==> config.mk <==
export PLATFORM = sky130hd
export DESIGN_NAME = fpa_mul
export DESIGN_NICKNAME = d
export VERILOG_FILES = /design/src/fpa_pkg.sv /design/src/fpa_mul.sv
export SDC_FILE = /design/constraint.sdc
export NUM_CORES = 2
export LEC_CHECK = 0
export BUFFER_PORTS_ARGS = -buffer_cell sky130_fd_sc_hd__buf_4
export CAP_MARGIN = 20
export CORE_UTILIZATION = 40
export DETAILED_ROUTE_END_ITERATION = 7
export SYNTH_ARGS = -nofsm -noshare
export SYNTH_HDL_FRONTEND = slang
export SYNTH_SLANG_ARGS = --single-unit
==> constraint.sdc <==
create_clock -name clk -period 8.1 [get_ports clk]
set_input_delay 0 -clock clk [delete_from_list [all_inputs] [get_ports clk]]
set_output_delay 0 -clock clk [all_outputs]
set_load 0.01 [all_outputs]
==> src/fpa_pkg.sv <==
`timescale 1ns / 1ps
// ----------------------------------------------------------------------------
// fpa_pkg
// Opcodes, the pipeline item record and saturation helpers shared by the
// stages of the fixed-point ALU.
// ----------------------------------------------------------------------------
package fpa_pkg;

  typedef enum logic [3:0] {
    OP_ADD      = 4'd0,
    OP_SUB      = 4'd1,
    OP_MUL      = 4'd2,
    OP_DIV      = 4'd3,
    OP_INC      = 4'd4,
    OP_DEC      = 4'd5,
    OP_MIN      = 4'd6,
    OP_MAX      = 4'd7,
    OP_TO_INT   = 4'd8,
    OP_FROM_INT = 4'd9,
    OP_COMPARE  = 4'd10
  } op_t;

  localparam logic [31:0] MAX32 = 32'h7FFF_FFFF;
  localparam logic [31:0] MIN32 = 32'h8000_0000;

  // One item as it moves down the pipeline.
  typedef struct packed {
    logic [3:0]         op;
    logic signed [31:0] a;
    logic signed [31:0] b;
    logic               less;
    logic               equal;
    logic               greater;
    logic [31:0]        res;
    logic               ovf;
    logic               dz;
    logic               neg;
    logic signed [63:0] prod;
    logic [63:0]        rem;
    logic [63:0]        den;
    logic [31:0]        quo;
    logic               dsat;
  } item_t;

  // Apply a sign to a magnitude and saturate; returns {overflow, value}.
  function automatic logic [32:0] sat_mag(logic [63:0] mag, logic neg);
    if (neg) begin
      if (mag > 64'h0000_0000_8000_0000) return {1'b1, MIN32};
      return {1'b0, 32'(32'd0 - mag[31:0])};
    end
    if (mag > 64'h0000_0000_7FFF_FFFF) return {1'b1, MAX32};
    return {1'b0, mag[31:0]};
  endfunction

  // Saturate a 33-bit signed sum; returns {overflow, value}.
  function automatic logic [32:0] sat_sum(logic [32:0] s);
    if (s[32] != s[31]) return {1'b1, (s[32] ? MIN32 : MAX32)};
    return {1'b0, s[31:0]};
  endfunction

endpackage

==> src/fpa_mul.sv <==
`timescale 1ns / 1ps
// ----------------------------------------------------------------------------
// fpa_mul
// Multiplier stage: full 64-bit signed product of the raw operands.
// ----------------------------------------------------------------------------
module fpa_mul (
  input  logic           clk,
  input  logic           rst,
  input  logic           in_valid,
  output logic           in_ready,
  input  fpa_pkg::item_t in_item,
  output logic           out_valid,
  input  logic           out_ready,
  output fpa_pkg::item_t out_item
);

  fpa_pkg::item_t item_next;

  always_comb begin
    item_next      = in_item;
    item_next.prod = 64'(in_item.a) * 64'(in_item.b);
  end

  assign in_ready = !out_valid || out_ready;

  always_ff @(posedge clk) begin
    if (rst) begin
      out_valid <= 1'b0;
    end else if (in_ready) begin
      out_valid <= in_valid;
    end
  end

  always_ff @(posedge clk) begin
    if (in_valid && in_ready) begin
      out_item <= item_next;
    end
  end

endmodule

-- After elaboration in Yosys (flattened, before gate mapping)
Cells that the tools add are included.
Widths: inputs -> output; s select.
- word-level logic and storage cells: 20
- bits of input ports: 335
- register bits: 332
- output and inout port bits: 333
- multiply operators: 1
- reductions and logical operators: 3
- operators with widths (operator ; number):
    $mul 32x32->64 ; 1
    $logic_and 1x1->1 ; 1
    $logic_not 1->1 ; 1
    $logic_or 1x1->1 ; 1

-- Longest topological paths before layout
- depth in word-level cells: 3
- depth in mapped cells: 27
- gate-level depth less buffers: 25

-- Worst setup path after synthesis
Ideal clock, no wire load.
- path type: register to register
- from: register out_valid
- to: register out_item[0] (netlist name), enable pin
- library setup time: 0.737 ns
- slack: -0.670 ns
- data required time: 7.363 ns
- stages on the path, launching flop included: 3
- data arrival time: 8.033 ns
- cells stage by stage: dfxtp_1 nand2b_1 and2_1
- word-level cells in the longest chain between the ends: 3
- ends and longest elaborated chain (what ; RTL line ; text):
    start, declared ; fpa_mul.sv:12 ; output logic out_valid,
    start signal, assigned ; fpa_mul.sv:30 ; out_valid <= in_valid;
    $logic_not 1->1 ; fpa_mul.sv:24 ; assign in_ready = !out_valid || out_ready;
    $logic_or 1x1->1 ; fpa_mul.sv:24 ;
    net in_ready ; fpa_mul.sv:10 ; output logic in_ready,
    $logic_and 1x1->1 ; fpa_mul.sv:35 ; if (in_valid && in_ready) begin
    end signal, assigned ; fpa_mul.sv:36 ; out_item <= item_next;
    end, declared ; fpa_mul.sv:14 ; output fpa_pkg::item_t out_item
The timed path passes the listed nets, and every way through them passes these cells.
A chain may end at the register's enable or synchronous reset.

==> impl_metrics.py <==
metrics = {
    "synth": {
        "ys_ff_latch": 332,
        "yosysWarnings": 0,
        "synth.area.top_cells": "fa_1 47%, edfxtp_1 21%, inv_1 7.7%, and2_1 6.9%, ha_1 5.0%",
        "netlist_area_sq_um": 46420,
        "synth_simple_gate_area_share_pct": 13.07,
        "syn-num-nets": 5866,
        "ys_types": 69,
        "synth-xor-area-share_pct": 1.207,
        "synth_top_family_by_area": "adder cells",
        "syn_inst": 4265,
        "synth_flop_cell": "edfxtp_1",
        "synth-edff-count": 331,
        "muxShareOfSynthArea_pct": 0.04312,
        "synthArstFlopShare_pct": 0,
        "synth-adder-area-share_pct": 51.62,
        "synth_top_area_share_pct": 46.66,
        "ys_seq_area_share_pct": 21.45,
        "synth-compound-area-share_pct": 3.102,
        "postSynthAreaPerCell_sq_um": 10.89,
        "synth_area_leader_cell": "fa_1",
    },
    "detailed_routing": {
        "viasPerCell": 4.933,
        "drtIter0Drc": 1735,
        "wirelength_um": 132500,
        "wl_per_cell_um": 20.07,
        "drc": 114,
        "vias": 32550,
        "antenna_left": 0,
        "first_pass_iters": 8,
    },
    "outcome": {
        "violations": "design-rule violations",
        "status": "finished, violations left",
    },
    "sta": {
        "min_period_ns": 7.817,
        "finalClockSkew_ns": 0.02522,
        "hold_ws_ns": 0.07636,
        "rsz0062_at_grt": "false",
        "post-route-period-util_pct": 96.51,
        "slew_headroom_pct": 36.12,
        "hold_viol_final": 0,
        "worst_pin_slew_ns": 0.9582,
        "max_freq_mhz": 127.9,
        "setup_viol": 0,
        "slew_viol_final": 0,
        "setup_tns_ns": 0,
    },
    "cells_and_area": {
        "area_growth_pct": 22.27,
        "layout_common_cells": "1082 x fa_1, 956 x inv_1, 681 x buf_4",
        "final_nets": 6650,
        "final_common_cell": "fa_1",
        "fin_cells": 6599,
        "drive_gt1_share_pct": 15.05,
        "final_util_pct": 49.51,
    },
    "floorplanning": {
        "std_cell_rows": 124,
        "ios": 668,
        "die_h_um": 342.7,
        "die-area_sq_um": 117400,
        "start_util_pct": 40.49,
        "core_sq_um": 114700,
        "die_w_um": 342.7,
    },
    "placed_design": {
        "dp_cells": 6249,
        "gp_congestion": 0.8794,
        "io_buffers": 603,
        "post-dp-hpwl_um": 106100,
    },
    "setup_path": {
        "crit_required_ns": 8.45,
        "cpPeakStageDelay_ns": 0.60,
        "endpoint_kind": "flip-flop",
        "path_common_cell": "fa_1",
        "critPathBufInv": 8,
        "crit_path_start_kind": "primary input",
        "crit_slowest_cell": "fa_1",
        "arrival_ns": 8.17,
        "crit_type": "in -> reg",
        "path_delay_family": "adder cells",
        "crit_path_max_fanout": 22,
    },
    "cts": {
        "clk_pin_slew_ns": 0.05,
        "htree_levels": 2,
        "clk_root_buffer_cell": "clkbuf_16",
        "cts.sinks": 332,
        "cts_setup_buffers": 0,
        "cts_buffers": 43,
        "clk_latency_ns": 0.63,
        "clock_path_buffers": 3,
        "cts_tree": "done",
    },
    "grt": {
        "grt_pass1_wl_um": 206500,
        "antenna_found_initial": 3,
        "gr-total-overflow": 0,
        "grtUsageTotal_pct": 23.05,
        "grt_max_degree": 143,
        "grt_pass1_vias": 35910,
    },
    "min_path": {
        "holdCritPathClass": "in -> reg",
    },
    "run": {
        "drv_cap": 0,
    },
}
repair_timing:
item / CTS / global route
hold buffers: 267 / 0
endpoints found under the hold margin: 301 / 0
resized for setup: 0 / 2
endpoints found under the setup margin: 0 / 2
cells by family after synthesis:
family                     count (synthesis)
adders and majority gates               1266
and+or+nand+nor                         1206
buffers and inverters                   1169
DFF                                      332
AOI/OAI and AO/OA                        226
xor gates and xnor gates                  64
muxes                                      2
area by class of cell:
cell class,instances,area [sq um]
Fill cell,10320,57890
Clock buffer,48,1095
Antenna cell,4,10.01
Tap cell,1512,1892
Inverter,956,3588
Multi-Input combinational cell,2764,32060
Clock inverter,31,304.0
Timing Repair Buffer,952,7856
Sequential cell,332,9960
layer usage:
| metal | up-vias | track usage [%] | wire (um) |
|---|---|---|---|
| met5 | - | 0 | 0 |
| met4 | 0 | 8.594 | 5017 |
| met3 | 213 | 3.097 | 6721 |
| met2 | 928 | 41.85 | 70920 |
| met1 | 17210 | 27.67 | 49790 |
| li1 | 14210 | - | - |
cells in the mapped netlist (all sizes together), types with 6 or more instances:
cell type	number
o21ai	55
buf	8
and2	515
and3	8
clkbuf	205
xnor2	43
xor2	21
nand4	12
a21oi	78
nand2b	14
inv	956
nor2	63
a31oi	6
nand2	536
nand3	17
a21o	16
o211ai	6
nor3	11
fa	1082
o21bai	11
nor2b	7
ha	184
a211oi	16
edfxtp	331
stage by stage:
stage	worst slack, ns	instance area, sq um
6_report	0.2831	56760
5_1_grt	0.01596	56760
4_1_cts	0.3819	56750
3_5_place_dp	0.2732	52670
3_3_place_gp	0.2888	52670
2_1_floorplan	0.5979	46430
final timing paths:
check	slack, ns	cells after the start	start	end
max	0.28	26	in_item[326]	out_item[217]
max reg2reg	5.41	4	out_valid	out_item[73]
min reg2reg	1.01	2	out_valid	out_item[70]
min	0.08	2	in_item[324]	out_item[324]
sequential cells by signal, indices dropped and copies added (netlist names):
register,count
out_valid,1
out_item,331
worst reg2reg max path, cell delays in order (launching register included):
cell and delay [ns]:
dfxtp_1 0.31, nand2b_1 0.14, and2_4 0.50, buf_4 0.55, buf_12 0.52
Power is not shown: default switching activity piles up to over one toggle a cycle in this logic, so the estimate is an artifact.
