## src/fpa_pkg.sv

```systemverilog
`timescale 1ns / 1ps
// ----------------------------------------------------------------------------
// fpa_pkg
// Opcodes, the pipeline item record and saturation helpers shared by the
// stages of the fixed-point ALU.
// ----------------------------------------------------------------------------
package fpa_pkg;

  typedef enum logic [3:0] {
    OP_ADD      = 4'd0,
    OP_SUB      = 4'd1,
    OP_MUL      = 4'd2,
    OP_DIV      = 4'd3,
    OP_INC      = 4'd4,
    OP_DEC      = 4'd5,
    OP_MIN      = 4'd6,
    OP_MAX      = 4'd7,
    OP_TO_INT   = 4'd8,
    OP_FROM_INT = 4'd9,
    OP_COMPARE  = 4'd10
  } op_t;

  localparam logic [31:0] MAX32 = 32'h7FFF_FFFF;
  localparam logic [31:0] MIN32 = 32'h8000_0000;

  // One item as it moves down the pipeline.
  typedef struct packed {
    logic [3:0]         op;
    logic signed [31:0] a;
    logic signed [31:0] b;
    logic               less;
    logic               equal;
    logic               greater;
    logic [31:0]        res;
    logic               ovf;
    logic               dz;
    logic               neg;
    logic signed [63:0] prod;
    logic [63:0]        rem;
    logic [63:0]        den;
    logic [31:0]        quo;
    logic               dsat;
  } item_t;

  // Apply a sign to a magnitude and saturate; returns {overflow, value}.
  function automatic logic [32:0] sat_mag(logic [63:0] mag, logic neg);
    if (neg) begin
      if (mag > 64'h0000_0000_8000_0000) return {1'b1, MIN32};
      return {1'b0, 32'(32'd0 - mag[31:0])};
    end
    if (mag > 64'h0000_0000_7FFF_FFFF) return {1'b1, MAX32};
    return {1'b0, mag[31:0]};
  endfunction

  // Saturate a 33-bit signed sum; returns {overflow, value}.
  function automatic logic [32:0] sat_sum(logic [32:0] s);
    if (s[32] != s[31]) return {1'b1, (s[32] ? MIN32 : MAX32)};
    return {1'b0, s[31:0]};
  endfunction

endpackage

```

## src/fpa_final.sv

```systemverilog
`timescale 1ns / 1ps
// ----------------------------------------------------------------------------
// fpa_final
// Output stage: resolve the divide result and drive the result ports.
// ----------------------------------------------------------------------------
module fpa_final (
  input  logic               clk,
  input  logic               rst,
  input  logic               in_valid,
  output logic               in_ready,
  input  fpa_pkg::item_t     in_item,
  output logic               out_valid,
  input  logic               out_ready,
  output logic signed [31:0] result,
  output logic               less,
  output logic               equal,
  output logic               greater,
  output logic               overflow,
  output logic               div_zero
);

  logic [31:0] res_next;
  logic        ovf_next;
  logic [32:0] sat;

  always_comb begin
    sat      = fpa_pkg::sat_mag({32'd0, in_item.quo}, in_item.neg);
    res_next = in_item.res;
    ovf_next = in_item.ovf;
    if (in_item.op == fpa_pkg::OP_DIV) begin
      if (in_item.dz) begin
        // zero divisor: saturate by the dividend's sign, 0/0 gives 0
        ovf_next = in_item.a != 32'sd0;
        res_next = (in_item.a == 32'sd0) ? 32'd0 :
                   (in_item.a[31] ? fpa_pkg::MIN32 : fpa_pkg::MAX32);
      end else if (in_item.dsat) begin
        ovf_next = 1'b1;
        res_next = in_item.neg ? fpa_pkg::MIN32 : fpa_pkg::MAX32;
      end else begin
        ovf_next = sat[32];
        res_next = sat[31:0];
      end
    end
  end

  assign in_ready = !out_valid || out_ready;

  always_ff @(posedge clk) begin
    if (rst) begin
      out_valid <= 1'b0;
    end else if (in_ready) begin
      out_valid <= in_valid;
    end
  end

  always_ff @(posedge clk) begin
    if (in_valid && in_ready) begin
      result   <= res_next;
      less     <= in_item.less;
      equal    <= in_item.equal;
      greater  <= in_item.greater;
      overflow <= ovf_next;
      div_zero <= in_item.dz;
    end
  end

endmodule

```

## config.mk

```make
export PLATFORM = sky130hd
export DESIGN_NAME = fpa_final
export DESIGN_NICKNAME = d
export VERILOG_FILES = /design/src/fpa_pkg.sv /design/src/fpa_final.sv
export SDC_FILE = /design/constraint.sdc
export NUM_CORES = 1
export LEC_CHECK = 0
export CORE_AREA = 2 2 145 147
export CTS_BUF_LIST = sky130_fd_sc_hd__clkbuf_4 sky130_fd_sc_hd__clkbuf_8
export CTS_CLUSTER_DIAMETER = 40
export DETAILED_ROUTE_END_ITERATION = 6
export DIE_AREA = 0 0 147 149
export DONT_BUFFER_PORTS = 1
export PLACE_DENSITY = 0.31
export SYNTH_ARGS = -nofsm -noshare
export SYNTH_HDL_FRONTEND = slang
export SYNTH_SLANG_ARGS = --single-unit
```

## constraint.sdc

```tcl
create_clock -name clk -period 2.8 [get_ports clk]
set_input_delay 0.56 -clock clk [delete_from_list [all_inputs] [get_ports clk]]
set_output_delay 0.56 -clock clk [all_outputs]
set_load 0.02 [all_outputs]
```

# Word-level counts from Yosys, hierarchy flattened
# Index checks and enable logic that the tools add are counted.
[totals] ff_bits=38 latch_bits=0 ramBits=0 romBits=0 input_bits=335 output_inout_bits=39 wordCells=36 memories=0
[op_classes] add_sub_neg=1 n_mul=0 n_div=0 order_cmp=2 n_eq_ne=1 shifts=0 mux=20 bitwise=0 n_reduce_logical=5
[op_table] operator="33-bit two-way mux" count=6
[op_table] operator="32-bit two-way mux" count=6
[op_table] operator="32-bit by 31-bit > comparator with 1-bit output (second input constant)" count=1
[op_table] operator="32-bit > comparator (second input constant)" count=1
[op_table] operator="32-bit zero test" count=1
[op_table] operator="32-bit nonzero test" count=1
[op_table] operator="1-bit by 32-bit subtractor with 32-bit output (first input constant)" count=1
[op_table] operator="1-bit two-way mux" count=8
[op_table] operator="4-bit by 2-bit == test with 1-bit output (second input constant)" count=1
[op_table] operator="1-bit logical AND" count=1
[op_table] operator="1-bit zero test" count=1
[op_table] operator="1-bit logical OR" count=1

# Depth between registers and ports, before layout
[logic_depth] depth_word=11 depth_mapped=10 mapped_depth_nobuf=8

# Least setup slack after synthesis
# Ideal clock, no wire load.
[synth_timing] kind="input-to-reg" start="in in_item[12] (netlist bit)" end="reg result[17], data pin" t_arrival_ns=2.433 setup_slack_ns=0.192 cell_stages=8 path_buffers=2 cell_sequence="buf_2 > nor4_2 > nand4_1 > or3_1 > buf_6 > a211oi_4 > nand2_1 > a311oi_1"
[synth_via] elab_chain_cells=11
[synth_rtl] element="start: declaration" line_no="fpa_final.sv:11" text="input fpa_pkg::item_t in_item,"
[synth_rtl] element="32-bit > comparator" line_no="fpa_pkg.sv:48" text="if (mag > 64'h0000_0000_8000_0000) return {1'b1, MIN32};"
[synth_rtl] element="1-bit two-way mux" line_no="fpa_pkg.sv:48"
[synth_rtl] element="1-bit two-way mux" line_no="fpa_pkg.sv:47" text="if (neg) begin"
[synth_rtl] element="33-bit two-way mux" line_no="fpa_pkg.sv:49" text="return {1'b0, 32'(32'd0 - mag[31:0])};"
[synth_rtl] element="33-bit two-way mux" line_no="fpa_pkg.sv:47"
[synth_rtl] element="33-bit two-way mux" line_no="fpa_pkg.sv:51" text="if (mag > 64'h0000_0000_7FFF_FFFF) return {1'b1, MAX32};"
[synth_rtl] element="33-bit two-way mux" line_no="fpa_pkg.sv:52" text="return {1'b0, mag[31:0]};"
[synth_rtl] element="33-bit two-way mux (*)" line_no="fpa_pkg.sv:51"
[synth_rtl] element="32-bit two-way mux (*)" line_no="fpa_final.sv:36" text="end else if (in_item.dsat) begin"
[synth_rtl] element="32-bit two-way mux (*)" line_no="fpa_final.sv:31" text="if (in_item.dz) begin"
[synth_rtl] element="32-bit two-way mux (*)" line_no="fpa_final.sv:30" text="if (in_item.op == fpa_pkg::OP_DIV) begin"
[synth_rtl] element="net res_next[17]" line_no="fpa_final.sv:22" text="logic [31:0] res_next;"
[synth_rtl] element="end signal: assignment" line_no="fpa_final.sv:58" text="result <= res_next;"
[synth_rtl] element="end: declaration" line_no="fpa_final.sv:14" text="output logic signed [31:0] result,"
# The timed path passes the listed nets; every way through them passes the cells marked *. The select of a mux whose other input is x is not followed.
# A chain may end at the register's enable or synchronous reset.

# Worst setup path in the final report
[layout_timing] start="in in_item[29] (netlist bit)" end="reg result[25], data pin"
# The elaborated chain is that of the path after synthesis.

==> results.md <==
- XOR/XNOR share of the synthesized area: under 10%
- Worst-path fanout max: 10
- Finished Layout Cells: 602
- CP max stage cell: nor4_1
- Post-CTS Resized: 0
- Worst stage delay on the critical path: roughly 0.52 ns
- Critical Path Start Type: primary input
- Simple-gate portion of the synthesized area: between 20% and 30%
- Full die area: between 20000 and 25000 um^2
- Setup-failing EPs final: 0
- FP Rows: 53
- VDD IR max: approximately 0.13 mV
- Yosys reg bits: 38
- Clk sinks: 38
- Gr usage total: between 10% and 20%
- # nets final: between 600 and 700
- Post-synthesis instance total: 315
- Least-Margin Pin Slew: between 0.6 and 0.7 ns
- Cts hold-fix bufs: 0
- Cell Pwr Density: 429 nW/um^2
- I/O pin total: approximately 370
- Setup bufs post-CTS: 0
- Hold slack: 0.301 ns
- Cell chain of the critical path: nor4_1, nand4_1, or3_1, a211oi_4, buf_12, nand2_1, a311oi_1, buf_4
- Required @ worst endpoint: 3.00 ns
- Pre-CTS WS: -0.0451 ns
- Synthesized Nets: roughly 650
- Worst EP arrival: about 2.8 ns
- Antenna viol nets, final: 0
- Post-synth top flop: edfxtp_1
- Wire per inst: about 22 um
- Slew headroom: between 50% and 60%
- Average size of a mapped cell: about 8.7 um^2
- Largest net degree at the start of global routing: 36
- Core ar.: just over 20000 um^2
- Number of max-cap violations: 0
- Outcome: completed
- Post-synthesis cell area: between 2000 and 3000 um^2
- EDFF count, synth: 37
- CP Capture Type: register
- Post-synth top cells: 41 x nor2_1, 37 x edfxtp_1, 36 x nand2_1, 31 x o21ai_0, 18 x a31oi_1
- Synth Area in Adders: less than 1%
- Worst hold path type: in2reg
- Critical Setup Path Class: in2reg
- FFs w/ async S/R, synth: 0%
- Reg-to-Reg Start: out_valid
- Worst setup margin: 0.198 ns
- Initial antenna violation count: 0
- Most frequent cell after synthesis: nor2_1
- Mux contribution to synthesized area: under 10%
- Cell taking the most area after synthesis: edfxtp_1
- Yosys warns: 0
- CTS tree: done
- Main combinational cell family by area after synthesis: simple AND/OR/NAND/NOR gates
- RSZ-0062 raised after global routing: false
- Grt total ovfl: 0
- Hold Crit Start: rst
- Total power: ~0.0014 W
- Register area share after synthesis: 41.3%
- Core Util, Final: approximately 16%
- WL final: around 13 mm
- Routed vias: approximately 2600
- Die H: 149 um
- Library cells used by synthesis: a little under 50
- Fin crit share: between 90 and 100%
- Clock Tree Buf Depth: 2
- Vias in the first global route: between 2000 and 3000
- Worst-Skew Late Latency: 0.33 ns
- Final Max Tran Viols: 0
- Final critical-path required period: around 2.6 ns
- Num CTS Buffers: 5
- DRC: 0
- Leakage power: roughly 0.92 nW
- DP HPWL: around 10 mm
- Die width: between 100 and 150 um
- Inst Count DP: between 500 and 600
- First-pass GRT wire length: around 18 mm
- CTS H-tree lvls: 2
- Clk_skew: between 0.01 and 0.015 ns
- Top-area cell type share of the netlist area: about two fifths
- Root Buffer Master: clkbuf_8
- Main area contributors after synthesis: edfxtp_1 41%, o21ai_0 5.7%, nor2_1 5.6%
- Port Buffer Count: 0
- Max Fclk: about 380 MHz
- Antenna diodes: 0
- CP startpoint: in_item[29]
- 1st-iter DRT viols: approximately 160
- Via/cell ratio: between 4 and 5
- Layout cells sized above 1: between 10% and 20%
- Clock Pin Slew Worst Setup and Hold Paths: 0.08 ns
- Gpl congestion: between 0.8 and 0.9
- Pre-antenna DRT Iters: 4
- P&R area growth vs syn: 21.7%
- Fin. Hold Viols: 0
- Starting Density: 13.3%
- Synth Area in Compound Gates: about a fifth
- Fill count: roughly 2400
==> through the flow <==
stage / setup TNS [ns] / area (um^2)
4_1_cts: 0 / 3330
2_1_floorplan: 0 / 2740
3_3_place_gp: -0.0803 / 3220
5_1_grt: 0 / 3330
6_report: 0 / 3330
3_5_place_dp: -0.0451 / 3220
==> state kept, by name, summed over array words and instances (netlist names) <==
| signal | cells |
|---|---|
| div_zero | 1 |
| less | 1 |
| result | 32 |
| overflow | 1 |
| equal | 1 |
| greater | 1 |
| out_valid | 1 |
==> layer usage <==
layer | part of all wire [%] | global-route usage (%) | vias to the layer above
li1 | - | - | 1216
met2 | 46 | 19.0 | 117
met3 | 12 | 6.73 | 9
met4 | 1.2 | 2.88 | 0
met5 | 0 | 0 | -
met1 | 40 | 13.7 | 1219
==> logic make-up (layout without fill, tap and decap cells) <==
kind of cell | after synthesis | after routing
DFF | 38 | 38
adders and majority gates | 1 | 1
and+or+nand+nor | 140 | 140
xor gates and xnor gates | 19 | 19
AOI/OAI and AO/OA | 86 | 86
muxes | 3 | 3
buffers and inverters | 28 | 40
==> placed cells by master (no fill, tap or decap), types with 7 or more instances in the layout <==
cell / n
nor2_1: 41
edfxtp_1: 37
nand2_1: 36
o21ai_0: 31
buf_4: 22
a31oi_1: 18
nor4_1: 16
xnor2_1: 14
nor3_1: 11
a311oi_1: 10
inv_1: 7
or3_1: 7
nand3_1: 7
==> layout make-up <==
type | count | area [um^2] | area share [%]
well taps | 275 | 344 | 10.3
inverters | 7 | 26.3 | 0.789
repair buffers | 25 | 225 | 6.76
flip-flops and latches | 38 | 1130 | 34.0
clock inverters | 3 | 40.0 | 1.20
clock buffers | 5 | 68.8 | 2.07
multi-input cells | 249 | 1500 | 44.9
==> power breakdown <==
group          switching [W]  internal (W)  leakage, nW
Clock               0.000252      0.000263       0.0579
Sequential         0.0000699      0.000673        0.366
Combinational       0.000101     0.0000709        0.500
Total               0.000422       0.00101        0.924
==> final timing paths <==
path,end,slack (ns),cells after the start
max,result[25],0.20,8
min reg2reg,out_valid,0.78,2
max reg2reg,overflow,1.08,3
min,out_valid,0.30,1
==> critical path: cells and delay by family <==
kind,cells,cell delay [ns]
AO/OA/AOI/OAI,2,0.73
buffers and inverters,2,0.35
AND/OR/NAND/NOR,4,1.15
Power figures use the tool's default switching activity.
