===== config.mk =====
export PLATFORM = sky130hd
export DESIGN_NAME = fpa_round
export DESIGN_NICKNAME = d
export VERILOG_FILES = /design/src/fpa_pkg.sv /design/src/fpa_round.sv
export SDC_FILE = /design/constraint.sdc
export NUM_CORES = 1
export LEC_CHECK = 0
export BUFFER_PORTS_ARGS = -buffer_cell sky130_fd_sc_hd__buf_2
export CAP_MARGIN = 20
export CORE_AREA = 3 3 259 261
export DETAILED_ROUTE_END_ITERATION = 12
export DIE_AREA = 0 0 262 264
export GPL_TIMING_DRIVEN = 0
export PLACE_DENSITY = 0.44
export SLEW_MARGIN = 20
export SYNTH_ARGS = -nofsm -noshare
export SYNTH_HDL_FRONTEND = slang
export SYNTH_SLANG_ARGS = --single-unit

===== constraint.sdc =====
create_clock -name clk -period 14.6 [get_ports clk]
set_input_delay 1.46 -clock clk [delete_from_list [all_inputs] [get_ports clk]]
set_output_delay 1.46 -clock clk [all_outputs]
set_load 0.02 [all_outputs]

===== src/fpa_pkg.sv =====
`timescale 1ns / 1ps
// ----------------------------------------------------------------------------
// fpa_pkg
// Opcodes, the pipeline item record and saturation helpers shared by the
// stages of the fixed-point ALU.
// ----------------------------------------------------------------------------
package fpa_pkg;

  typedef enum logic [3:0] {
    OP_ADD      = 4'd0,
    OP_SUB      = 4'd1,
    OP_MUL      = 4'd2,
    OP_DIV      = 4'd3,
    OP_INC      = 4'd4,
    OP_DEC      = 4'd5,
    OP_MIN      = 4'd6,
    OP_MAX      = 4'd7,
    OP_TO_INT   = 4'd8,
    OP_FROM_INT = 4'd9,
    OP_COMPARE  = 4'd10
  } op_t;

  localparam logic [31:0] MAX32 = 32'h7FFF_FFFF;
  localparam logic [31:0] MIN32 = 32'h8000_0000;

  // One item as it moves down the pipeline.
  typedef struct packed {
    logic [3:0]         op;
    logic signed [31:0] a;
    logic signed [31:0] b;
    logic               less;
    logic               equal;
    logic               greater;
    logic [31:0]        res;
    logic               ovf;
    logic               dz;
    logic               neg;
    logic signed [63:0] prod;
    logic [63:0]        rem;
    logic [63:0]        den;
    logic [31:0]        quo;
    logic               dsat;
  } item_t;

  // Apply a sign to a magnitude and saturate; returns {overflow, value}.
  function automatic logic [32:0] sat_mag(logic [63:0] mag, logic neg);
    if (neg) begin
      if (mag > 64'h0000_0000_8000_0000) return {1'b1, MIN32};
      return {1'b0, 32'(32'd0 - mag[31:0])};
    end
    if (mag > 64'h0000_0000_7FFF_FFFF) return {1'b1, MAX32};
    return {1'b0, mag[31:0]};
  endfunction

  // Saturate a 33-bit signed sum; returns {overflow, value}.
  function automatic logic [32:0] sat_sum(logic [32:0] s);
    if (s[32] != s[31]) return {1'b1, (s[32] ? MIN32 : MAX32)};
    return {1'b0, s[31:0]};
  endfunction

endpackage


===== src/fpa_round.sv =====
`timescale 1ns / 1ps
// ----------------------------------------------------------------------------
// fpa_round
// Product scaling: drop the fraction bits, round half away from zero, saturate.
// ----------------------------------------------------------------------------
module fpa_round #(
  parameter int FRAC_BITS = 8
) (
  input  logic           clk,
  input  logic           rst,
  input  logic           in_valid,
  output logic           in_ready,
  input  fpa_pkg::item_t in_item,
  output logic           out_valid,
  input  logic           out_ready,
  output fpa_pkg::item_t out_item
);

  fpa_pkg::item_t item_next;
  logic [63:0] mag;
  logic [63:0] scaled;
  logic [32:0] sat;

  always_comb begin
    mag    = in_item.prod[63] ? 64'(-in_item.prod) : 64'(in_item.prod);
    scaled = (mag + (64'd1 << (FRAC_BITS - 1))) >> FRAC_BITS;
    sat    = fpa_pkg::sat_mag(scaled, in_item.prod[63]);
    item_next = in_item;
    if (in_item.op == fpa_pkg::OP_MUL) begin
      item_next.res = sat[31:0];
      item_next.ovf = sat[32];
    end
  end

  assign in_ready = !out_valid || out_ready;

  always_ff @(posedge clk) begin
    if (rst) begin
      out_valid <= 1'b0;
    end else if (in_ready) begin
      out_valid <= in_valid;
    end
  end

  always_ff @(posedge clk) begin
    if (in_valid && in_ready) begin
      out_item <= item_next;
    end
  end

endmodule


### Yosys cells after proc, flatten, opt, wreduce, memory -nomap -nowiden

Cells that the tools add are included.

| operators by class | value |
|---|---|
| $add $sub $neg | 3 |
| magnitude comparators | 2 |
| equality and inequality tests | 1 |
| muxes and demuxes | 13 |
| reductions and logical operators | 3 |

Operators with widths:

| operator | count |
|---|---|
| $mux 33 | 7 |
| $add 64x8->64 const B | 1 |
| $mux 64 | 1 |
| $neg 64->64 | 1 |
| $gt 56x31->1 const B | 1 |
| $gt 56x32->1 const B | 1 |
| $sub 1x32->32 const A | 1 |
| $mux 1 | 5 |
| $eq 4x2->1 const B | 1 |
| $logic_and 1x1->1 | 1 |
| $logic_not 1->1 | 1 |
| $logic_or 1x1->1 | 1 |

| word-level totals | value |
|---|---|
| flip-flop bits (word level) | 332 |

### Longest topological paths before layout

Gate-level depths: netlist of run 1.

| depth | value |
|---|---|
| depth after elaboration | 12 |
| depth in mapped cells | 25 |

### Worst setup path before layout of run 1

Ideal clock, no wire load.

| timing path | value |
|---|---|
| path type | input -> register |
| from | input port out_ready |
| to | register out_item[0] (netlist name), enable pin |
| library setup time | 734 ps |
| arrival time | 9252 ps |
| path slack | 4614 ps |
| stages on the path | 2 |
| cell sequence | nand2b_1 and2_1 |

| between the ends | value |
|---|---|
| longest elaborated chain between the ends | 2 |

Ends and longest elaborated chain:

| item | line | RTL |
|---|---|---|
| from (decl) | fpa_round.sv:15 | `input logic out_ready,` |
| $logic_or 1x1->1 | fpa_round.sv:35 | `assign in_ready = !out_valid \|\| out_ready;` |
| $logic_and 1x1->1 | fpa_round.sv:46 | `if (in_valid && in_ready) begin` |
| to (signal assigned) | fpa_round.sv:47 | `out_item <= item_next;` |
| to (decl) | fpa_round.sv:16 | `output fpa_pkg::item_t out_item` |

No other way between the ends.
A chain may end at the register's enable or synchronous reset.

==> metrics.txt, run 1 <==
share of layout cells above drive strength 1=0.416; hold buffers post-CTS=0; first-pass GRT wire length=97.4 mm; Reg-to-Reg End=out_item[228]; Root Buffer=clkbuf_16; # Post-CTS Setup Buffers=0; Die Ht=264 um; drt drc=0; number of synthesized flops with an enable pin=331; Cells after Synth=1,139; slew margin rel.=0.361; Compound-Gate Fraction of Synth Area=0.109; GRT Residual Overflow=0; H-tree lvl count=2; Die Area=69,200 sq um; Mapped Area=15,200 sq um; R2R Path Start=out_valid; Int Pwr=1810 uW; Vias/cell=4.76; final setup vio count=0; CTS sink cnt=332; status=complete, no violations; Core Box Area=64,700 sq um; FMAX=105 MHz; nets=2,194; final slew viol count=0; Synth Area per Inst=13.3 sq um; Sequential Power Share=0.452; vias in the first global route=12.9k; post-DR wirelength/cell=26.1 um; yosys warns=0; WHS Path Cells=2; Worst Path Required=14.92 ns; worst hold path class=reg2reg; Ports=668; Final Cycle Share=0.650; DRT iter0 DRCs=1,074; Sequential Area=9960 sq um; Setup TNS Final=0 ns; Synth Area in Simple Gates=0.146; HPWL reported at the end of detailed placement=58.9 mm; FF+latch count, synth=332; asr flop ratio synth=0; Starting Density=0.234; area leader, netlist=edfxtp_1; xor and xnor area share after synthesis=0.0604; Crit Path Class=in2reg; min Tclk post-route=9.50 ns; Placer Congestion=0.875; area grow syn2layout=38.9%; final hold viol count=0; WL final=71.7 mm; reg2reg path depth=6; reg2reg setup slack=11.97 ns; post-route ant nets=0; Yosys top cell area share=0.655; Die Wd=262 um; fillers=6,702; antenna violations before repair=24; synth top area cells=edfxtp_1 66%, xnor2_1 3.1%, xor2_1 2.8%; post_cts resized=0; Peak VDD IR=0.0789 mV; clk buf depth=3; adder-cell share of the synthesized area=0.00248; combinational power share=0.153; drt pass-1 iters=6; switching pwr=694 uW; post-synth net total=1,477; CP Max Fanout=10; FP Rows=93; critical path's slowest cell=nor4_1; number of distinct library cells after synthesis=86; clock share of power=0.395; insertion delay to the later sink of the worst-skew pair=0.57 ns; total number of vias=13.1k; clock-pin slew on the worst setup and hold paths=0.05 ns; CTS buffer count=41; worst clock skew=0.0218 ns; CTS tree=done; Net Sw Frac=0.277; Hold Slack=0.744 ns; CP Launch Point=in_item[224]; port buffer count=667; main combinational cell family by area after synthesis=simple AND/OR/NAND/NOR gates; RSZ-0062 raised after global routing=false; critical path capture point=out_item[237]; Global Route Usage Sum=0.197; multi-input logic area=4930 sq um; largest net degree at the start of global routing=55; P_leak=0.00817 uW; WP data arrival=9.81 ns; Critical Path End Type=register; mux contribution to synthesized area=0.00734; Seq/Total Area, Yosys=0.657; Startpoint Class=input port; Power Density=119 nW/um^2; worst slew pin tran=0.950 ns; Crit path largest cell delay=0.70 ns; max-cap viol count=0; prevailing post-synth register cell=edfxtp_1
-- how the worst min path moves through the flow --
stage               from         to
2_1_floorplan  out_valid  out_valid
3_3_place_gp   out_valid  out_valid
3_5_place_dp   out_valid  out_valid
4_1_cts        out_valid  out_valid
5_1_grt        out_valid  out_valid
6_report       out_valid  out_valid
-- power groups by stage --
stage,combinational [uW],clock (uW),sequential (uW)
after floorplan,123,0,1240
after global placement,378,0,1180
after detailed placement,388,0,1150
after CTS,389,1020,1130
after global routing,410,1060,1140
final,383,988,1130
-- metal layers --
metal / GRT usage / vias to the layer above / part of all wire
li1: - / 5937 / -
met5: 0 / - / 0.0021
met4: 0.0584 / 24 / 0.030
met1: 0.217 / 6460 / 0.37
met2: 0.369 / 542 / 0.53
met3: 0.0477 / 121 / 0.074
-- state kept, by name, indices dropped and copies added (netlist names) --
| signal | cells |
|---|---|
| out_valid | 1 |
| out_item | 331 |
-- cell families (layout without fill, tap and decap cells) --
kind of cell,Yosys count,after routing
AO/OA/AOI/OAI,223,223
flip-flops,332,332
multiplexers,11,11
adder cells (fa/ha/maj),3,3
XOR/XNOR,103,103
buffers and inverters,60,806
other,0,6
AND/OR/NAND/NOR,407,407
-- final cells by class --
class / count / area share
Clock inverter: 23 / 0.0100
Antenna cell: 6 / 0.000713
Buffer: 46 / 0.0108
Clock buffer: 49 / 0.0512
Multi-Input combinational cell: 747 / 0.234
Inverter: 14 / 0.00250
Tap cell: 855 / 0.0508
Sequential cell: 332 / 0.473
Timing Repair Buffer: 674 / 0.167
-- placed cells by master, fill, tap and decap left out, types with 18 or more instances in the layout --
cell	count
a21oi_1	26
buf_2	670
clkbuf_1	39
clkbuf_16	42
edfxtp_1	331
nand2_1	76
nand3_1	41
nand4_1	30
nor2_1	74
nor3_1	42
nor4_1	23
o21ai_0	38
o31ai_1	32
o41ai_1	18
xnor2_1	54
xor2_1	48
-- worst max-delay path, delay by kind of cell --
kind            cells  cell delay, ns
fa+ha+maj           1            0.15
compound gates      7            1.75
simple gates        6            2.23
xor+xnor            2            0.40
buf+inv            10            3.78
-- Yosys cell counts (4+ instances only) --
cell type	n
nor2b_1	6
o31a_1	4
o41ai_1	18
a31oi_1	8
a32o_1	5
nor3_1	43
nand4b_1	9
a211oi_1	12
inv_1	14
clkbuf_1	32
buf_1	5
mux2i_1	10
xor2_1	48
nand2_1	76
edfxtp_1	331
a21oi_1	26
nor4_1	23
and4_1	6
o21ai_0	38
nand4_1	30
o211ai_1	10
o31ai_1	32
nand3_1	41
or3_1	16
a41o_1	5
buf_6	4
and2_1	11
or2_2	11
o21a_1	6
nor4b_1	4
or4_1	8
or4_4	4
and3_1	15
o21ai_1	12
nand2b_1	11
a21boi_0	4
nor2_1	74
xnor2_1	54
-- stage by stage --
stage / instance area, sq um / setup slack [ns] / total power [uW] / std cells / utilization
after floorplan: 15200 / 4.61 / 1360 / 1139 / -
after global placement: 19600 / 0.887 / 1560 / 2661 / 0.303
after detailed placement: 19800 / 4.72 / 1540 / 2668 / 0.305
after CTS: 21000 / 5.33 / 2540 / 2740 / 0.325
after global routing: 21100 / 4.69 / 2600 / 2742 / 0.325
final: 21100 / 5.10 / 2500 / 2746 / 0.326
Note: power is estimated with default switching activity, not from simulation.
==> run 2, diff against run 1 <==
==> constraint.sdc (replaced) <==
create_clock -name clk -period 8.9 [get_ports clk]
set_input_delay 0.89 -clock clk [delete_from_list [all_inputs] [get_ports clk]]
set_output_delay 0.89 -clock clk [all_outputs]
set_load 0.02 [all_outputs]
==> metrics.txt, run 2 (synthesized netlist as in run 1, its figures left out) <==
final setup vio count=0 (unchanged); Regs by FF count=out_item x331, out_valid x1; Root Buffer=clkbuf_16; Global Route Usage Sum=0.196 (-0.000339); Int Pwr=2980 uW (+65%); critical path depth in cells=25 (-3.8%); drt drc=0 (unchanged); hold buffers post-CTS=0 (unchanged); Net Sw Frac=0.278 (+0.000679); final slew viol count=0 (unchanged); Reg-to-Reg End=out_item[280]; reg2reg path depth=5 (-1); Sequential Power Share=0.449 (-0.003); WL final=71.3 mm (-0.54%); Crit path largest cell delay=0.53 ns (-0.17 ns); DRT iter0 DRCs=942 (-12%); reg2reg setup slack=6.57 ns (-5.40 ns); Final Cycle Share=0.921; post-route insts no fill=2,749 (+0.11%); Startpoint Class=input port; HPWL reported at the end of detailed placement=58.4 mm (-0.89%); CTS sink cnt=332 (unchanged); Placed Instances=2,668 (unchanged); RSZ-0062 raised after global routing=false; Placer Congestion=0.912 (+4.2%); hold wc startpoint=in_item[95]; port buffer count=667 (unchanged); slew margin rel.=0.258 (-0.103); FP Rows=93 (unchanged); Buf+Inv Stages, Crit Path=9 (-1); commonest cells after routing, fill and taps aside=670 x buf_2, 331 x edfxtp_1, 76 x nand2_1; Critical Path End Type=register; CP Max Fanout=10 (unchanged); worst slew pin tran=1.11 ns (+0.156 ns); Die Wd=262 um (unchanged); H-tree lvl count=2 (unchanged); post-route ant nets=0 (unchanged); WHS Path Cells=1 (-1); Power Density=196 nW/um^2 (+65%); worst clock skew=0.0281 ns (+0.00629 ns); max reg flops=331 (unchanged); CTS tree=done; Vias/cell=4.79 (+0.52%); Starting Density=0.234 (unchanged); fin util=0.326 (+0.000522); min Tclk post-route=8.19 ns; Peak VDD IR=0.104 mV (+32%); Die Area=69,200 sq um (unchanged); max-cap viol count=0 (unchanged); crit-path leading delay family=buffers and inverters; combinational power share=0.152 (about the same); largest net degree at the start of global routing=58 (+5.5%); CTS buffer count=40 (-2.4%); GRT Residual Overflow=0 (unchanged); Crit path top cell by count=o21ai_0; post-DR wirelength/cell=25.9 um (-0.65%); critical path's slowest cell=buf_1; Die Ht=264 um (unchanged); FMAX=122 MHz; R2R Path Start=out_valid; insertion delay to the later sink of the worst-skew pair=0.58 ns (about the same); Ports=668 (unchanged); status=complete, no violations; first-pass GRT wire length=97.2 mm (-0.21%); clock share of power=0.399 (+0.004); share of layout cells above drive strength 1=0.417 (+0.000973); switching pwr=1150 uW (+65%); antenna violations before repair=30 (+25%); clock-pin slew on the worst setup and hold paths=0.07 ns (+0.02 ns); P_leak=0.00818 uW (about the same); area grow syn2layout=39.1%; vias in the first global route=13.2k (+2.2%); clk buf depth=3 (unchanged); Hold EP=out_item[95]; Crit Path Class=in2reg; commonest non-fill, non-tap cell in the layout=buf_2; final hold viol count=0 (unchanged); Top reg by flops=out_item; worst hold path class=in2reg; drt pass-1 iters=5 (-1); total number of vias=13.2k (+0.63%); Core Box Area=64,700 sq um (unchanged); WP data arrival=8.59 ns (-1.22 ns); Worst Path Required=9.30 ns (-5.62 ns); nets=2,193 (-0.046%)
## run 2: cell types whose count changed in the layout (fill, tap and decap cells not counted), moves of 2 or more
| cell | before | now |
|---|---|---|
| bufinv_16 | 2 | 4 |
| clkbuf_1 | 39 | 33 |
| clkbuf_16 | 42 | 40 |
| clkbuf_2 | 0 | 2 |
| clkinv_1 | 4 | 9 |
| clkinv_16 | 0 | 2 |
| diode_2 | 6 | 11 |
| inv_6 | 4 | 1 |
## run 2: worst max-delay path by stage
stage,to,startpoint
floorplan,out_item[259],in_item[224]
detailed placement,out_item[233],in_item[224]
finish,out_item[233],in_item[224]
global placement,out_item[233],in_item[224]
global route,out_item[233],in_item[224]
CTS,out_item[233],in_item[224]
## run 2: cell type report
class	instances	area, sq um
Fill cell	6776	43600
Buffer	46	229
Clock inverter	28	300
Antenna cell	11	27.5
Clock buffer	42	1010
Timing Repair Buffer	674	3510
Sequential cell	332	9960
Inverter	14	52.6
Tap cell	855	1070
Multi-Input combinational cell	747	4940
## run 2: power groups by stage
stage / sequential [uW] / combinational, uW / clock [uW]
3_3_place_gp: 1910 / 617 / 0
4_1_cts: 1860 / 635 / 1710
2_1_floorplan: 2020 / 202 / 0
5_1_grt: 1860 / 672 / 1770
6_report: 1850 / 626 / 1650
3_5_place_dp: 1890 / 632 / 0
## run 2: timing repair
item,CTS,global route
setup endpoints to repair,0,32
gates resized for setup,0,4
buffers inserted,0,0
## run 2: stage by stage
stage                     total power [uW]  hold slack (ns)  worst slack [ns]  area (sq um)  setup TNS [ns]
after CTS                             4200            0.434             0.209         21100               0
after floorplan                       2220            0.729              2.26         15200               0
after global placement                2530            0.666            -0.471         19600           -8.12
after detailed placement              2520            0.652            -0.390         19700           -5.97
final                                 4130            0.482             0.706         21100               0
after global routing                  4300            0.454             0.181         21100               0
## run 2: metal layers
layer  wire length (um)  vias up  part of all wire  global-route usage
met5                207        -            0.0029                   0
met4               2440       32             0.034              0.0714
met3               6220      123             0.087              0.0598
met2              37300      549              0.52               0.360
met1              25200     6517              0.35               0.211
li1                   -     5945                 -                   -
