## src/fpa_pkg.sv

```systemverilog
`timescale 1ns / 1ps
// ----------------------------------------------------------------------------
// fpa_pkg
// Opcodes, the pipeline item record and saturation helpers shared by the
// stages of the fixed-point ALU.
// ----------------------------------------------------------------------------
package fpa_pkg;

  typedef enum logic [3:0] {
    OP_ADD      = 4'd0,
    OP_SUB      = 4'd1,
    OP_MUL      = 4'd2,
    OP_DIV      = 4'd3,
    OP_INC      = 4'd4,
    OP_DEC      = 4'd5,
    OP_MIN      = 4'd6,
    OP_MAX      = 4'd7,
    OP_TO_INT   = 4'd8,
    OP_FROM_INT = 4'd9,
    OP_COMPARE  = 4'd10
  } op_t;

  localparam logic [31:0] MAX32 = 32'h7FFF_FFFF;
  localparam logic [31:0] MIN32 = 32'h8000_0000;

  // One item as it moves down the pipeline.
  typedef struct packed {
    logic [3:0]         op;
    logic signed [31:0] a;
    logic signed [31:0] b;
    logic               less;
    logic               equal;
    logic               greater;
    logic [31:0]        res;
    logic               ovf;
    logic               dz;
    logic               neg;
    logic signed [63:0] prod;
    logic [63:0]        rem;
    logic [63:0]        den;
    logic [31:0]        quo;
    logic               dsat;
  } item_t;

  // Apply a sign to a magnitude and saturate; returns {overflow, value}.
  function automatic logic [32:0] sat_mag(logic [63:0] mag, logic neg);
    if (neg) begin
      if (mag > 64'h0000_0000_8000_0000) return {1'b1, MIN32};
      return {1'b0, 32'(32'd0 - mag[31:0])};
    end
    if (mag > 64'h0000_0000_7FFF_FFFF) return {1'b1, MAX32};
    return {1'b0, mag[31:0]};
  endfunction

  // Saturate a 33-bit signed sum; returns {overflow, value}.
  function automatic logic [32:0] sat_sum(logic [32:0] s);
    if (s[32] != s[31]) return {1'b1, (s[32] ? MIN32 : MAX32)};
    return {1'b0, s[31:0]};
  endfunction

endpackage

```

## src/fpa_front.sv

```systemverilog
`timescale 1ns / 1ps
// ----------------------------------------------------------------------------
// fpa_front
// First stage: flags, the simple operations, and divider operand setup.
// ----------------------------------------------------------------------------
module fpa_front #(
  parameter int FRAC_BITS = 8
) (
  input  logic                clk,
  input  logic                rst,
  input  logic                in_valid,
  output logic                in_ready,
  input  logic [3:0]          op,
  input  logic signed [31:0]  operand_a,
  input  logic signed [31:0]  operand_b,
  output logic                out_valid,
  input  logic                out_ready,
  output fpa_pkg::item_t      out_item
);

  fpa_pkg::item_t item_next;
  logic [32:0] mag_a;
  logic [32:0] mag_b;
  logic [63:0] num;
  logic [63:0] fi;
  logic [32:0] sat;

  always_comb begin
    mag_a = operand_a[31] ? 33'(~{1'b1, operand_a} + 33'd1) : {1'b0, operand_a};
    mag_b = operand_b[31] ? 33'(~{1'b1, operand_b} + 33'd1) : {1'b0, operand_b};
    num   = ({31'd0, mag_a} << (FRAC_BITS + 1)) + {31'd0, mag_b};
    fi    = {31'd0, mag_a} << FRAC_BITS;

    item_next         = '0;
    item_next.op      = op;
    item_next.a       = operand_a;
    item_next.b       = operand_b;
    item_next.less    = operand_a < operand_b;
    item_next.equal   = operand_a == operand_b;
    item_next.greater = operand_a > operand_b;
    item_next.neg     = operand_a[31] ^ operand_b[31];
    item_next.dz      = (op == fpa_pkg::OP_DIV) && (operand_b == 32'sd0);
    item_next.rem     = num;
    item_next.den     = {30'd0, mag_b, 1'b0};
    // quotient of 2^32 or more always saturates
    item_next.dsat    = {32'd0, num[63:32]} >= {30'd0, mag_b, 1'b0};

    sat = '0;
    case (op)
      fpa_pkg::OP_ADD: sat = fpa_pkg::sat_sum({operand_a[31], operand_a}
                                              + {operand_b[31], operand_b});
      fpa_pkg::OP_SUB: sat = fpa_pkg::sat_sum({operand_a[31], operand_a}
                                              - {operand_b[31], operand_b});
      fpa_pkg::OP_INC: sat = fpa_pkg::sat_sum({operand_a[31], operand_a} + 33'd1);
      fpa_pkg::OP_DEC: sat = fpa_pkg::sat_sum({operand_a[31], operand_a} - 33'd1);
      fpa_pkg::OP_MIN: sat = {1'b0, (operand_a < operand_b) ? operand_a : operand_b};
      fpa_pkg::OP_MAX: sat = {1'b0, (operand_a > operand_b) ? operand_a : operand_b};
      fpa_pkg::OP_TO_INT: sat = {1'b0, 32'(operand_a >>> FRAC_BITS)};
      fpa_pkg::OP_FROM_INT: sat = fpa_pkg::sat_mag(fi, operand_a[31]);
      default: sat = '0;
    endcase
    item_next.ovf = sat[32];
    item_next.res = sat[31:0];
  end

  assign in_ready = !out_valid || out_ready;

  always_ff @(posedge clk) begin
    if (rst) begin
      out_valid <= 1'b0;
    end else if (in_ready) begin
      out_valid <= in_valid;
    end
  end

  always_ff @(posedge clk) begin
    if (in_valid && in_ready) begin
      out_item <= item_next;
    end
  end

endmodule

```

## config.mk

```make
export PLATFORM = sky130hd
export DESIGN_NAME = fpa_front
export DESIGN_NICKNAME = d
export VERILOG_FILES = /design/src/fpa_pkg.sv /design/src/fpa_front.sv
export SDC_FILE = /design/constraint.sdc
export NUM_CORES = 1
export LEC_CHECK = 0
export BUFFER_PORTS_ARGS = -buffer_cell sky130_fd_sc_hd__buf_2
export CELL_PAD_IN_SITES_DETAIL_PLACEMENT = 1
export CELL_PAD_IN_SITES_GLOBAL_PLACEMENT = 1
export CORE_AREA = 2 2 222 224
export DETAILED_ROUTE_END_ITERATION = 10
export DIE_AREA = 0 0 224 226
export GPL_TIMING_DRIVEN = 0
export PLACE_DENSITY_LB_ADDON = 0.25
export SYNTH_ARGS = -nofsm -noshare
export SYNTH_HDL_FRONTEND = slang
export SYNTH_SLANG_ARGS = --single-unit
export TNS_END_PERCENT = 1
```

## constraint.sdc

```tcl
create_clock -name clk -period 6.5 [get_ports clk]
set_input_delay 0.325 -clock clk [delete_from_list [all_inputs] [get_ports clk]]
set_output_delay 0.325 -clock clk [all_outputs]
set_load 0.01 [all_outputs]
```

Word level (Yosys, flattened, before mapping)
Index checks and enable logic that the tools add are counted.

word-level totals
  register bits = 205
  input port bits = 72
  output and inout bits = 333
  logic and storage cells = 88

cells by class
  add/subtract/negate cells = 8
  order comparisons = 5
  equality and inequality tests = 13
  mux-type cells = 39
  bitwise gates (word level) = 3
  reductions and logical operators = 6

operator list
  operator                 count
  $mux W33                 16
  $pmux W33 S8             1
  $mux W32                 6
  $add A33 B1 Y33 const B  2
  $not A33 Y33             2
  $add A42 B33 Y43         1
  $gt A41 B31 Y1 const B   1
  $gt A41 B32 Y1 const B   1
  $ge A11 B34 Y1           1
  $add A32 B2 Y33 const B  1
  $add A32 B32 Y33         1
  $sub A32 B2 Y33 const B  1
  $sub A32 B32 Y33         1
  $eq A32 B32 Y1           1
  $gt A32 B32 Y1           1
  $logic_not A32 Y1        1
  $lt A32 B32 Y1           1
  $sub A1 B32 Y32 const A  1
  $eq A4 B3 Y1 const B     4
  $mux W1                  16
  $eq A4 B4 Y1 const B     2
  $eq A4 B1 Y1 const B     1
  $eq A4 B2 Y1 const B     1
  $logic_not A4 Y1         1
  other kinds (5)          9

Depth between registers and ports, before layout
Gate-level depths: netlist of the first run.

  depth in word-level cells = 13
  mapped depth = 31
  gate-level depth less buffers = 26

Least setup slack after synthesis of the first run
OpenSTA, ideal clock, no wires.

  path type = input to register
  start = in operand_a[31]
  end = reg out_item[0] (netlist name), data pin
  library setup time = 0.256 ns
  arrival time = 6.443 ns
  required time = 6.244 ns
  slack = -0.199 ns
  stages on the path = 31
  path buffers = 8
  path through = clkbuf_1 -> clkbuf_1 -> clkbuf_1 -> buf_1 -> buf_1 -> clkbuf_1 -> clkbuf_1 -> buf_1 -> nand2_1 -> o21ai_0 -> inv_1 -> fa_1 -> nor2b_1 -> o2111ai_1 -> a31o_2 -> a21oi_1 -> maj3_1 -> a31o_2 -> a31o_1 -> o21ai_1 -> a21o_1 -> or3_1 -> xnor2_1 -> ha_1 -> a21o_1 -> a21o_1 -> a211oi_1 -> o21ai_0 -> a21oi_1 -> o41ai_1 -> and4_1

RTL lines
  what                  RTL line         source
  from (decl)           fpa_front.sv:14  input logic signed [31:0] operand_a,
  to (signal assigned)  fpa_front.sv:78  out_item <= item_next;
  to (decl)             fpa_front.sv:18  output fpa_pkg::item_t out_item

==> impl_metrics.toml, run 1 <==
[run_status]
status = "finished, final reports clean"

[sta]
slew_violations = 0
finalSetupViolCount = 0
rsz0062_at_grt = "false"
period_minus_slack_ns = 6.23
slew_headroom = 0.108
hold_violations = 0
skew_ns = 0.00890
worst_slack_ns = 0.271
worstMarginPinSlew_ns = 1.33
holdWs_ns = 0.0426
fin_crit_sh = 0.958
max_freq_ghz = 0.161

[synth]
avgSynthCellArea_um2 = 8.29
synth_cell_type_count = 93
syn_area_mm2 = 0.0177
ys_seq_area_frac = 0.295
syn_inst = 2133
synth-seq-cells = 174
yosysWarnings = 0
ys.flop_type = "edfxtp_1"
synth-edff-count = 173
async_flop_share = 0

[setup_path]
reg2regPathDepth = 3
worstReg2RegStart = "out_valid"
rrSetupSlack_ns = 4.83
slowest_delay_ns = 0.46
critPathArrivalTime_ns = 6.49
cp.required_ns = 6.76
cp-end-kind = "register"
reg2reg_to = "out_item[253]"
path_class = "input port to register"
cp_max_fo = 28
cp_slowest_cell = "fa_1"
crit_path_start_kind = "input port"
cp_common_cell = "clkbuf_8"

[pwr]
power_frac_comb = 0.404
power_density_mw_per_mm2 = 194
seqPwrFrac = 0.339
clkPwrFrac = 0.258
leakagePower_nw = 8.97
ir_worst_vdd_uv = 123
intPower_mw = 2.52
switching_share = 0.393
netSwitchingPower_mw = 1.63

[die]
start_util = 0.366
row_count = 81
dieArea_mm2 = 0.0506
die_w_um = 224
ioPinCount = 405
coreArea_mm2 = 0.0483
die_h_um = 226

[placement]
place_ws_ns = -3.58
dp_hpwl_mm = 68.0
dp_cells = 3167
port_buffers = 256
gp_congestion = 0.967

[final_layout]
syn2layout_area_growth_pct = 20.8
fin_nets = 2754
final_cell_mix = "buf_2, nand2_1, a21oi_1"
instances_no_fill = 3213
layout_commonest_cell = "buf_2"
n_antenna_cell = 0
drive_above_1_share = 0.209

[routing]
ant_nets = 0
drc_errors = 0
drt_iter0_drc = 1439
wirelength_mm = 83.1
first_pass_iters = 5
vias_per_cell = 5.70
routedWlPerCell_um = 25.9
vias = 18321

[clocking]
cts_max_level = 4
clk_pin_slew_worst_paths_ns = 0.07
cts_sinks = 174
clk_latency_ns = 0.51
numCtsBuffers = 17
cts_buffer_depth = 2
cts_tree = "built"
cts-root-buf = "clkbuf_16"

[worst_hold_path]
min_to = "out_item[284]"
hold_path_depth = 1
hold_path.class = "input port to register"
timing.hold.worst.start = "operand_b[21]"

[flow_run]
cap_violations = 0

[grt]
overflow = 0
grt_busiest_layer = "met2"
grt_antenna_before_repair = 1
grt_max_degree = 77
grt_pass1_vias = 18243
met1_usage = 0.413
use_met2 = 0.540
grt_pass1_wl_mm = 120
grt_use_total = 0.324
use_met3 = 0.0559
==> power by group through the flow <==
stage | Combinational [mW] | Sequential [mW] | Clock [mW]
CTS | 1.63 | 1.41 | 1.10
floorplan | 0.960 | 1.50 | 0
global placement | 1.56 | 1.44 | 0
detailed placement | 1.59 | 1.43 | 0
finish | 1.67 | 1.41 | 1.07
global route | 1.80 | 1.42 | 1.13
==> through the flow <==
step                TNS (ns)  total power, mW  utilization  cell area (um2)
global route               0             4.34        0.442            21400
finish                     0             4.15        0.442            21400
floorplan                  0             2.46            -            18300
detailed placement    -62.60             3.03        0.422            20400
global placement      -62.64             3.00        0.420            20300
CTS                        0             4.14        0.440            21300
==> worst max-delay path, delay by kind of cell <==
| family | cells | cell delay [ns] |
|---|---|---|
| AOI/OAI and AO/OA | 14 | 2.55 |
| xor gates and xnor gates | 1 | 0.26 |
| adders and majority gates | 3 | 1.02 |
| buffers and inverters | 7 | 1.40 |
| and+or+nand+nor | 4 | 0.86 |
==> cell usage after synthesis (all sizes together), types with 7 or more instances <==
cell type | count | area (um2)
and3 | 21 | 131
edfxtp | 173 | 5190
nor3 | 74 | 375
nor2b | 19 | 119
mux2i | 17 | 170
a21o | 24 | 180
nand3 | 57 | 285
o31ai | 28 | 210
or4 | 14 | 113
and2 | 9 | 56.3
inv | 94 | 353
xor2 | 42 | 368
a221oi | 18 | 158
a31o | 7 | 61.3
o21ai | 140 | 704
o41ai | 8 | 77.6
o22ai | 8 | 50.1
o21bai | 15 | 113
a31oi | 13 | 81.3
nor2 | 130 | 488
o21a | 13 | 97.6
o211ai | 24 | 185
or3 | 28 | 180
clkbuf | 114 | 428
buf | 175 | 1260
nor4 | 30 | 206
or2 | 16 | 100
nand2 | 181 | 679
a211oi | 29 | 218
xnor2 | 170 | 1490
ha | 101 | 1260
a21oi | 180 | 901
o2111ai | 11 | 96.3
nand4 | 28 | 175
a2111oi | 7 | 67.6
nand2b | 22 | 138
==> cell families (layout without fill, tap and decap cells) <==
logic type,after synthesis,after routing,share of synthesized area
AOI/OAI and AO/OA,580,580,0.210
xor gates and xnor gates,212,212,0.105
adders and majority gates,106,106,0.0760
buffers and inverters,384,689,0.116
DFF,174,174,0.295
muxes,19,19,0.0109
other,1,154,0.000212
and+or+nand+nor,657,657,0.187
==> per-layer routing <==
metal	part of all wire	wire length (um)	up-vias
li1	-	-	8341
met1	0.43	35400	9112
met2	0.47	39100	709
met3	0.062	5160	159
met4	0.042	3500	0
met5	0	0	-
==> final cells by class <==
class | count | area [um2]
Clock inverter | 15 | 175
Multi-Input combinational cell | 1728 | 11200
Timing Repair Buffer | 278 | 1510
Fill cell | 5906 | 27000
Buffer | 284 | 1730
Sequential cell | 174 | 5220
Clock buffer | 17 | 425
Inverter | 95 | 359
Tap cell | 622 | 778
==> state kept, by name, indices dropped and copies added (netlist names) <==
signal,flops
out_valid,1
out_item,173
==> repair_timing <==
| action | 4_1_cts | 5_1_grt |
|---|---|---|
| pin swaps | 4 | 5 |
| gates resized for setup | 45 | 18 |
| endpoints found under the hold margin | 5 | 0 |
| setup endpoints to repair | 44 | 1 |
| buffers inserted | 7 | 7 |
| hold buffers | 5 | 0 |
==> how the worst max path moves through the flow <==
stage,start,to,slack [ns]
after floorplan,operand_a[31],out_item[0],0.06
after global placement,operand_a[31],out_item[0],-3.56
after detailed placement,operand_a[31],out_item[0],-3.58
after CTS,operand_a[31],out_item[0],0.02
after global routing,operand_b[1],out_item[0],0.005
final,operand_a[31],out_item[0],0.27
(Power assumes the default switching activity.)
==> run 2: changes to the inputs <==
--- a/config.mk
+++ b/config.mk
@@ -8,9 +8,10 @@
 export BUFFER_PORTS_ARGS = -buffer_cell sky130_fd_sc_hd__buf_2
 export CELL_PAD_IN_SITES_DETAIL_PLACEMENT = 1
 export CELL_PAD_IN_SITES_GLOBAL_PLACEMENT = 1
-export CORE_AREA = 2 2 222 224
+export CORE_AREA = 2 2 219 221
+export CTS_BUF_LIST = sky130_fd_sc_hd__clkbuf_4 sky130_fd_sc_hd__clkbuf_8
 export DETAILED_ROUTE_END_ITERATION = 10
-export DIE_AREA = 0 0 224 226
+export DIE_AREA = 0 0 221 223
 export GPL_TIMING_DRIVEN = 0
 export PLACE_DENSITY_LB_ADDON = 0.25
 export SYNTH_ARGS = -nofsm -noshare
==> impl_metrics.toml, run 2 (synthesis gave the netlist of run 1 again) <==
[run_status]
status = "finished with violations"
violations = "capacitance limit, slew limit"

[sta]
worstMarginPinSlew_ns = 1.52
fin_crit_sh = 0.970
period_minus_slack_ns = 6.30
slew_headroom = -0.0199
skew_ns = 0.0225
hold_violations = 0
fin_tns_setup_ns = 0
finalSetupViolCount = 0
rsz0062_at_grt = "false"
slew_violations = 8
max_freq_ghz = 0.159
worst_slack_ns = 0.197

[setup_path]
crit_path_start_kind = "input port"
cp_slowest_cell = "fa_1"
cp_max_fo = 28
cp-end-kind = "register"
cp_common_cell = "a21o_1"
cp.required_ns = 6.87
path_class = "input port to register"
rrSetupSlack_ns = 4.82
reg2reg_to = "out_item[257]"
worstReg2RegStart = "out_valid"
reg2regPathDepth = 3
critPathArrivalTime_ns = 6.68
slowest_delay_ns = 0.46

[clocking]
cts_sinks = 174
clk_pin_slew_worst_paths_ns = 0.11
numCtsBuffers = 17
cts_buffer_depth = 2
cts_tree = "built"
clk_latency_ns = 0.62
cts_max_level = 4
cts-root-buf = "clkbuf_8"

[final_layout]
seq_area_mm2 = 0.00522
n_antenna_cell = 0
regMostFlops = "out_item"
drive_above_1_share = 0.205
fin_nets = 2758
multi_input_area_mm2 = 0.0112
top_regs = "out_item (173), out_valid (1)"
final_cell_mix = "buf_2, nand2_1, a21oi_1"
largest_reg_flops = 173
syn2layout_area_growth_pct = 20.1
nFillCells = 5853
layout_commonest_cell = "buf_2"

[die]
row_count = 80
coreArea_mm2 = 0.0471
start_util = 0.375
ioPinCount = 405
dieArea_mm2 = 0.0493
die_h_um = 223
die_w_um = 221

[routing]
first_pass_iters = 6
vias = 18506
ant_nets = 0
vias_per_cell = 5.77
drt_iter0_drc = 1615
routedWlPerCell_um = 26.5
wirelength_mm = 84.9
drc_errors = 0

[worst_hold_path]
hold_path.class = "input port to register"
hold_path_depth = 1
min_to = "out_item[320]"
timing.hold.worst.start = "operand_a[25]"

[grt]
grt_use_total = 0.337
grt_pass1_vias = 18653
overflow = 0
grt_pass1_wl_mm = 124
grt_antenna_before_repair = 2
grt_max_degree = 78

[placement]
place_ws_ns = -3.49
gp_congestion = 0.972
port_buffers = 256
dp_hpwl_mm = 69.1

[pwr]
power_mw = 3.94
power_density_mw_per_mm2 = 186
ir_worst_vdd_uv = 167
leakagePower_nw = 8.90

[flow_run]
cap_violations = 1
-- run 2: cell count changes in the layout (fill, tap and decap cells not counted), sizes merged --
cell,change
clkbuf,-5
dlygate4sd3,+14
buf,-5
-- run 2: worst max path at each step --
stage / from / endpoint / slack [ns] / cells after the start
final: operand_a[31] / out_item[0] / 0.20 / 28
after global routing: operand_a[31] / out_item[0] / 0.005 / 28
after CTS: operand_a[0] / out_item[0] / 0.02 / 28
after detailed placement: operand_a[31] / out_item[0] / -3.49 / 23
after global placement: operand_a[31] / out_item[0] / -3.47 / 32
after floorplan: operand_a[31] / out_item[0] / 0.06 / 31
-- run 2: critical path: cells and delay by family --
| family | cells | cell delay [ns] |
|---|---|---|
| AOI/OAI and AO/OA | 14 | 2.73 |
| and+or+nand+nor | 4 | 0.91 |
| adders and majority gates | 3 | 1.05 |
| xor gates and xnor gates | 1 | 0.28 |
| buffers and inverters | 6 | 1.32 |
-- run 2: where the power goes --
part / total, mW / switching, mW / leakage, nW / internal (mW)
clock: 0.853 / 0.524 / 0.211 / 0.329
combinational: 1.68 / 1.09 / 6.99 / 0.594
sequential: 1.41 / 0.0280 / 1.69 / 1.38
total: 3.94 / 1.64 / 8.90 / 2.30
-- run 2: layer usage --
metal  routed length (um)  global-route usage
met2                40000               0.559
met5                   27                   0
met3                 5390              0.0551
met4                 3830               0.154
met1                35700               0.431
-- run 2: area by class of cell --
cell class / instances / area share
plain buffers: 281 / 0.0808
multi-input cells: 1728 / 0.525
repair buffers: 285 / 0.0750
clock buffers: 17 / 0.0110
inverters: 95 / 0.0169
well taps: 615 / 0.0362
clock inverters: 15 / 0.00925
flip-flops and latches: 174 / 0.246
-- run 2: stage by stage --
step                      instance area [um2]  instances  hold slack [ns]  utilization
after floorplan                         18300       2286            0.394            -
final                                   21200       3210           0.0416        0.450
after global routing                    21200       3210           0.0321        0.450
after CTS                               21100       3208          0.00344        0.448
after detailed placement                20400       3159            0.496        0.432
after global placement                  20300       3157            0.484        0.431
-- run 2: what timing repair did --
action	4_1_cts	5_1_grt
buffers inserted	3	5
hold buffers	19	0
pin swaps	3	4
resized for setup	33	19
hold endpoints to repair	18	0
gates cloned	0	0
setup endpoints to repair	39	1
